==> src/hw/rtl/b2d_pkg.sv <==
// Package: shared widths and the BCD digit correction for the binary-to-decimal converter.
`timescale 1ns / 1ps

package b2d_pkg;

  // Width of one BCD digit and of the digit count on the result channel.
  localparam int DIGIT_W = 4;
  localparam int COUNT_W = 4;

  // Digit correction before each shift: add 3 to any digit of 5 or more.
  function automatic logic [DIGIT_W-1:0] add3(input logic [DIGIT_W-1:0] d);
    logic [DIGIT_W-1:0] r;
    r = d;
    if (d >= DIGIT_W'(5)) begin
      r = d + DIGIT_W'(3);
    end
    return r;
  endfunction

endpackage

==> src/hw/rtl/binary_to_decimal_digits.sv <==
// Top level: splits a binary value into its decimal digits by shift-add-3 conversion.
// Sequence: shift-add-3 conversion (one shared digit-correction step per cycle), then leading
//   zeros are stripped, then a digit a cycle whenever digit_stall is low.
// A new request is taken only once the last digit of the previous one has left;
//   value_stall is high from acceptance until the last digit leaves.
// Reset (rst, synchronous, active high) returns the sequencer to idle with no digit pending.
`timescale 1ns / 1ps

module binary_to_decimal_digits #(
  parameter int VALUE_BITS = 31,
  parameter int MAX_DIGITS = 10
) (
  input  logic                          clk,
  input  logic                          rst,
  input  logic                          value_valid,
  output logic                          value_stall,
  input  logic [VALUE_BITS-1:0]         value,
  output logic                          digit_valid,
  input  logic                          digit_stall,
  output logic [b2d_pkg::DIGIT_W-1:0]   digit,
  output logic [b2d_pkg::COUNT_W-1:0]   digit_count,
  output logic                          last
);

  localparam int BCD_W   = MAX_DIGITS * b2d_pkg::DIGIT_W;
  localparam int STEP_W  = $clog2(VALUE_BITS + 1);
  localparam int CNT_W   = $clog2(MAX_DIGITS + 1);

  typedef enum logic [1:0] {
    S_IDLE,
    S_CONVERT,
    S_STRIP,
    S_EMIT
  } state_t;

  state_t              state;
  logic [VALUE_BITS-1:0] binary_shift;
  logic [BCD_W-1:0]    bcd_digits;
  logic [STEP_W-1:0]   step_count;
  logic [CNT_W-1:0]    count_held;
  logic [CNT_W-1:0]    remaining;

  logic [BCD_W-1:0]    bcd_adjusted;
  logic [BCD_W-1:0]    bcd_next;
  logic [b2d_pkg::DIGIT_W-1:0] top_digit;
  logic                value_take;
  logic                digit_take;

  // Shared step: correct every digit lane, then shift in the next binary bit
  always_comb begin
    for (int d = 0; d < MAX_DIGITS; d++) begin
      bcd_adjusted[d*b2d_pkg::DIGIT_W +: b2d_pkg::DIGIT_W] =
        b2d_pkg::add3(bcd_digits[d*b2d_pkg::DIGIT_W +: b2d_pkg::DIGIT_W]);
    end
    bcd_next = {bcd_adjusted[BCD_W-2:0], binary_shift[VALUE_BITS-1]};
  end

  assign top_digit  = bcd_digits[BCD_W-1 -: b2d_pkg::DIGIT_W];
  assign value_take = value_valid && !value_stall;
  assign digit_take = digit_valid && !digit_stall;

  // Handshake and result fields straight from registers
  assign value_stall = (state != S_IDLE);
  assign digit_valid = (state == S_EMIT);
  assign digit       = top_digit;
  assign digit_count = b2d_pkg::COUNT_W'(count_held);
  assign last        = (remaining == CNT_W'(1));

  // Sequencer: convert, strip leading zeros, emit digits
  always_ff @(posedge clk) begin
    if (rst) begin
      state        <= S_IDLE;
      binary_shift <= '0;
      bcd_digits   <= '0;
      step_count   <= '0;
      count_held   <= '0;
      remaining    <= '0;
    end else begin
      case (state)
        S_IDLE: begin
          if (value_take) begin
            binary_shift <= value;
            bcd_digits   <= '0;
            step_count   <= STEP_W'(VALUE_BITS - 1);
            state        <= S_CONVERT;
          end
        end
        S_CONVERT: begin
          bcd_digits   <= bcd_next;
          binary_shift <= {binary_shift[VALUE_BITS-2:0], 1'b0};
          step_count   <= step_count - STEP_W'(1);
          if (step_count == '0) begin
            count_held <= CNT_W'(MAX_DIGITS);
            state      <= S_STRIP;
          end
        end
        S_STRIP: begin
          // drop one leading zero a cycle; a lone zero digit is kept
          if (count_held > CNT_W'(1) && top_digit == '0) begin
            bcd_digits <= {bcd_digits[BCD_W-b2d_pkg::DIGIT_W-1:0],
                           {b2d_pkg::DIGIT_W{1'b0}}};
            count_held <= count_held - CNT_W'(1);
          end else begin
            remaining <= count_held;
            state     <= S_EMIT;
          end
        end
        S_EMIT: begin
          if (digit_take) begin
            bcd_digits <= {bcd_digits[BCD_W-b2d_pkg::DIGIT_W-1:0],
                           {b2d_pkg::DIGIT_W{1'b0}}};
            remaining  <= remaining - CNT_W'(1);
            if (remaining == CNT_W'(1)) begin
              state <= S_IDLE;
            end
          end
        end
        default: begin
          state <= S_IDLE;
        end
      endcase
    end
  end

  // No new request is taken while digits are still going out
  a_no_overlap: assert property (@(posedge clk) disable iff (rst)
    digit_valid |-> value_stall)
    else $error("request accepted while digits pending");

  // An accepted request always starts a conversion
  a_busy_after_take: assert property (@(posedge clk) disable iff (rst)
    value_take |=> (value_stall && !digit_valid))
    else $error("converter not busy after request");

  // The final digit taken ends the run
  a_last_ends_run: assert property (@(posedge clk) disable iff (rst)
    (digit_take && last) |=> (!digit_valid && !value_stall))
    else $error("run continues after last digit");

  // Every emitted digit is a decimal digit
  a_digit_range: assert property (@(posedge clk) disable iff (rst)
    digit_valid |-> (digit <= b2d_pkg::DIGIT_W'(9)))
    else $error("digit out of decimal range");

  // The run never starts with a zero unless it is the single digit of zero
  a_no_leading_zero: assert property (@(posedge clk) disable iff (rst)
    (digit_valid && !$past(digit_valid)) |-> (digit != '0 || last))
    else $error("leading zero emitted");

endmodule

==> config.mk <==
export PLATFORM = sky130hd
export DESIGN_NAME = binary_to_decimal_digits
export DESIGN_NICKNAME = d
export VERILOG_FILES = /design/src/hw/rtl/b2d_pkg.sv /design/src/hw/rtl/binary_to_decimal_digits.sv
export SDC_FILE = /design/constraint.sdc
export NUM_CORES = 1
export LEC_CHECK = 0
export BUFFER_PORTS_ARGS = -buffer_cell sky130_fd_sc_hd__clkbuf_2
export CORE_AREA = 2 2 88 111
export CTS_BUF_LIST = sky130_fd_sc_hd__clkbuf_4 sky130_fd_sc_hd__clkbuf_8 sky130_fd_sc_hd__clkbuf_16
export DETAILED_ROUTE_END_ITERATION = 8
export DIE_AREA = 0 0 90 113
export PLACE_DENSITY = 0.84
export RECOVER_POWER = 25
export SKIP_LAST_GASP = 1
export SYNTH_ARGS = -nofsm -noshare
export SYNTH_HDL_FRONTEND = slang
export SYNTH_SLANG_ARGS = --single-unit
==> constraint.sdc <==
create_clock -name clk -period 1.7 [get_ports clk]
set_input_delay 0.34 -clock clk [delete_from_list [all_inputs] [get_ports clk]]
set_output_delay 0.34 -clock clk [all_outputs]
set_load 0.1 [all_outputs]
Word level (Yosys, flattened, before mapping)
Cells that the tools add are included.
W data, S select, Z words.
{ "word_totals": {"mem_bits_rw": 0, "wordCells": 87, "mem_bits_ro": 0, "n_memories": 0, "latchBits": 0, "inputBits": 35, "register_bits": 86, "output_inout_bits": 11} }
{ "classes": {"n_bitwise": 0, "div": 0, "n_shift": 0, "n_eq_ne": 10, "mux": 30, "magnitude_cmp": 11, "mul": 0, "n_addsub": 13, "n_reduce_logical": 17} }
{ "ops": {"columns": ["op", "count"], "rows": [
  ["$pmux W40 S4", 1],
  ["$mux W40", 3],
  ["$pmux W31 S2", 1],
  ["$mux W4", 13],
  ["$ge A4 B3 Y1 const B", 10],
  ["$add A4 B2 Y4 const B", 9],
  ["$mux W31", 1],
  ["$pmux W4 S2", 2],
  ["$mux W2", 5],
  ["$pmux W5 S2", 1],
  ["$reduce_and A3 Y1", 3],
  ["$ne A2 B2 Y1 const B", 4],
  ["$pmux W2 S4", 1],
  ["$reduce_bool A2 Y1", 4],
  ["$sub A4 B1 Y4 const B", 2],
  ["$logic_not A5 Y1", 1],
  ["$mux W5", 1],
  ["$reduce_and A5 Y1", 1],
  ["$sub A5 B1 Y5 const B", 1],
  ["$eq A2 B2 Y1 const B", 2],
  ["$eq A4 B1 Y1 const B", 1],
  ["$gt A4 B1 Y1 const B", 1],
  ["$logic_not A4 Y1", 1],
  ["$ne A2 B1 Y1 const B", 2],
  ["other kinds (7)", 10]
]} }

Depth between registers and ports, before layout
{ "depth": {"depth_word": 5, "depth_mapped": 10, "depth_no_buf": 7} }

Worst setup path before layout
OpenSTA, ideal clock, no wires.
{ "synth_path": {"path_kind": "register to register", "startpoint": "reg remaining[1]", "endpoint": "reg state[0]", "n_path_buf": 0, "stages_incl_launch_ff": 8, "t_required_ns": 1.566, "period_less_slack_ns": 3.687, "t_arrival_ns": 3.553, "setup_time_ns": 0.134, "path_slack_ns": -1.987, "cell_sequence": "dfxtp_1 inv_1 ha_1 nor3b_1 o211ai_1 or3b_4 nor3_1 a211oi_1"} }
{ "synth_between": {"elab_chain_cells": 3} }
{ "synth_rtl": {"columns": ["element", "line_no", "source"], "rows": [
  ["start, declared", "binary_to_decimal_digits.sv:41", "logic [CNT_W-1:0] remaining;"],
  ["start signal, assigned", "binary_to_decimal_digits.sv:104", "remaining <= count_held;"],
  ["start signal, assigned", "binary_to_decimal_digits.sv:112", "remaining <= remaining - CNT_W'(1);"],
  ["$eq A4 B1 Y1", null, null],
  ["net last", "binary_to_decimal_digits.sv:22", "output logic last"],
  ["$ne A2 B1 Y1 (no source line)", null, null],
  ["$reduce_and A5 Y1 (no source line)", null, null],
  ["end signal, assigned", "binary_to_decimal_digits.sv:72", "state <= S_IDLE;"],
  ["end signal, assigned", "binary_to_decimal_digits.sv:85", "state <= S_CONVERT;"],
  ["end signal, assigned", "binary_to_decimal_digits.sv:94", "state <= S_STRIP;"],
  ["end, declared", "binary_to_decimal_digits.sv:36", "state_t state;"]
]} }
The timed path passes the listed nets, and every way through them passes these cells.
A chain may end at the register's enable or synchronous reset.

Final worst setup path
{ "layout_path": {"startpoint": "reg step_count[0]", "endpoint": "reg state[0]"} }
{ "layout_between": {"elab_chain_cells": 3} }
{ "layout_rtl": {"columns": ["element", "line_no", "source"], "rows": [
  ["start, declared", "binary_to_decimal_digits.sv:39", "logic [STEP_W-1:0] step_count;"],
  ["start signal, assigned", "binary_to_decimal_digits.sv:84", "step_count <= STEP_W'(VALUE_BITS - 1);"],
  ["start signal, assigned", "binary_to_decimal_digits.sv:91", "step_count <= step_count - STEP_W'(1);"],
  ["$logic_not A5 Y1", "binary_to_decimal_digits.sv:92", "if (step_count == '0) begin"],
  ["$ne A2 B2 Y1 (no source line)", null, null],
  ["$reduce_and A5 Y1 (no source line)", null, null],
  ["end signal, assigned", "binary_to_decimal_digits.sv:85", null],
  ["end signal, assigned", "binary_to_decimal_digits.sv:94", null],
  ["end signal, assigned", "binary_to_decimal_digits.sv:105", "state <= S_EMIT;"]
]} }
No other way between the ends.

==> impl_metrics.ini <==
[yosys]
syn_avg_cell_area_sq_um = 8.83
syn_inst = 546
ys_warn_count = 0
ys_seq_area_frac = 0.357
yosys.area.top_type = dfxtp_1
synth_common_cells = 86 x dfxtp_1, 61 x nor2_1, 41 x mux2i_1
synth_area_sq_um = 4820
ys_ff_latch = 86
synth_most_common_cell = dfxtp_1
synth.area.top_cells = dfxtp_1 36%, mux2i_1 8.5%, ha_1 8.0%
synth_nets = 612
yosys.area.top_type_share = 0.357
synthArstFlopShare = 0
synth_flop_cell = dfxtp_1
synthDistinctLibCells = 37
synth_edf_count = 0

[placement]
port-buffer-count = 45
hpwlAfterDp_um = 7360
place_congestion = 0.822
pre_cts_ws_ps = -232

[run_status]
violations = negative setup slack
status = finished with violations

[power_and_ir_drop]
power_frac_comb = 0.480
p_int_mw = 5.64
seqPwrFrac = 0.288
peakVddDrop_v = 0.00130
pwr-share-clk = 0.232
p_leak_nw = 2.57
power_density_nw_per_um2 = 1400
swShare = 0.398
p_sw_mw = 3.73

[clocking]
numCtsBuffers = 9
cts-root-buf = clkbuf_16
htree_levels = 3
cts.reportedPaths.clkPinSlew_ps = 70
cts_tree = built
max-clock-path-buffers = 2
cts_num_sinks = 86
clk_latency_ps = 350

[global_routing]
grt_pass1_vias = 4423
grt_max_degree = 59
antenna_found_initial = 0
grt_pass1_wl_um = 19900
overflow = 0
track_usage = 0.235

[drt]
wirelength_um = 14600
first_pass_iters = 6
wl_per_cell_um = 19.3
vias = 4574
drt_iter0_markers = 329
viasPerCell = 6.04
drc = 0
antenna_left = 0

[worst_hold_path]
worstHoldStart = value[0]
min_to = binary_shift[0]
hold_depth = 3
hold_class = input pin to flop

[final_layout]
syn2layout_area_growth_pct = 38.5
layout-drive-gt1-share = 0.338
ff_latch_area_sq_um = 1740
fin_util = 0.736
fill_cells = 586
antenna_cells = 0
nNetsFinal = 695
multi_input_area_sq_um = 3390

[setup_path]
critPathMaxFanout = 3
crit_family = simple AND/OR/NAND/NOR gates
startpoint_type = flop
reg2reg_depth = 7
crit_chain = inv_2 -> ha_4 -> or3b_4 -> o21a_1 -> or3b_4 -> nor3_4 -> a211oi_2
slowest_stage = or3b_4
cpMostUsedCell = or3b_4
reg2reg_to = state[0]
rrSetupSlack_ps = -300
cp-end-kind = flop
cp_data_arrival_time_ps = 2210
crit_path_max_incr_delay_ps = 440
cp_data_required_time_ps = 1910
path_buf_inv = 1
path_class = flop to flop
r2r_start = step_count[0]

[timing]
worst_pin_slew_ps = 549
finalWorstSetupSlack_ps = -297
rsz0062_at_grt = yes
setup_viol = 79
period_needed_ps = 2000
period_share = 1.17
fin_skew_ps = 9.21
finalMaxSlewViolations = 0
fmax_mhz = 501
hold_viol_final = 0
relSlewSlack = 0.636
tns_ps = -11350

[die]
io_pins = 46
core_area_sq_um = 9080
die_h_um = 113
dieArea_sq_um = 10200
rows = 39
die_w_um = 90
initial_core_util = 0.531

[flow_run]
max_cap_viol_count = 0
-- state kept, by name, indices dropped and copies added (netlist names) --
signal / flops
remaining: 4
state: 2
binary_shift: 31
digit_count: 4
bcd_digits: 40
step_count: 5
-- layer usage --
layer	global-route usage	vias to the layer above	part of all wire	wire length [um]
met5	0	-	0	0
met4	0.111	0	0.042	615
met3	0.0433	51	0.045	660
met2	0.436	162	0.55	8010
met1	0.259	2222	0.37	5350
li1	-	2139	-	-
-- layout make-up --
| type | count | share of cell area |
|---|---|---|
| well taps | 123 | 0.0230 |
| inverters | 30 | 0.0176 |
| clock buffers | 9 | 0.0337 |
| repair buffers | 110 | 0.144 |
| clock inverters | 7 | 0.0144 |
| multi-input cells | 392 | 0.507 |
| flip-flops and latches | 86 | 0.260 |
-- repair_timing --
item / 4_1_cts / 5_1_grt
endpoints found under the setup margin: 55 / 85
pin swaps: 3 / 11
resized for setup: 13 / 75
gates cloned: 1 / 9
setup buffers: 6 / 4
hold buffers: 0 / 0
-- metrics by stage --
step,total power [mW],hold WS (ps),instances,area (sq um)
final,9.37,302,757,6680
after floorplan,5.04,432,546,4960
after detailed placement,6.04,469,721,5570
after global routing,9.73,313,757,6680
after global placement,5.89,451,721,5570
after CTS,8.36,296,744,6010
-- worst register-to-register path, cell delays in order (launching register included) --
cell and delay [ps]:
dfxtp_2 330, inv_2 80, ha_4 130, or3b_4 390, o21a_1 250, or3b_4 440, nor3_4 190, a211oi_2 80
-- placed cells by master (no fill, tap or decap), drive strengths merged, types with 2 or more instances in the layout --
master / count
xor2: 9
xnor2: 10
clkbuf: 59
o21a: 2
o311ai: 2
nand2: 36
o2bb2ai: 37
buf: 60
o211ai: 3
nor3b: 3
o21ai: 18
a311oi: 5
a22oi: 36
inv: 32
nor3: 4
nand2b: 16
and3: 2
nand3: 6
ha: 31
nor2b: 2
a21oi: 26
a211oi: 33
mux2i: 41
dfxtp: 86
clkinv: 2
bufinv: 2
nor2: 62
or3b: 2
-- cells by family after synthesis --
| logic type | synth area share |
|---|---|
| AO/OA/AOI/OAI | 0.250 |
| XOR/XNOR | 0.0345 |
| adder cells (fa/ha/maj) | 0.0805 |
| buffers and inverters | 0.0631 |
| flip-flops | 0.357 |
| multiplexers | 0.0851 |
| AND/OR/NAND/NOR | 0.130 |
-- power groups by stage --
stage | combinational [mW] | sequential [mW] | clock, mW
floorplan | 2.19 | 2.86 | 0
global placement | 3.22 | 2.67 | 0
detailed placement | 3.34 | 2.70 | 0
finish | 4.50 | 2.70 | 2.18
CTS | 3.54 | 2.67 | 2.15
global route | 4.73 | 2.74 | 2.25
-- worst max-delay path by stage --
| stage | start | end | slack (ps) | cells after the start |
|---|---|---|---|---|
| 3_5_place_dp | step_count[0] | state[0] | -230 | 7 |
| 5_1_grt | digit_count[0] | bcd_digits[33] | -330 | 8 |
| 6_report | step_count[0] | state[0] | -300 | 7 |
| 2_1_floorplan | remaining[1] | state[0] | -510 | 7 |
| 4_1_cts | step_count[0] | state[1] | -150 | 7 |
| 3_3_place_gp | step_count[0] | state[0] | -130 | 7 |
Power figures use the tool's default switching activity.
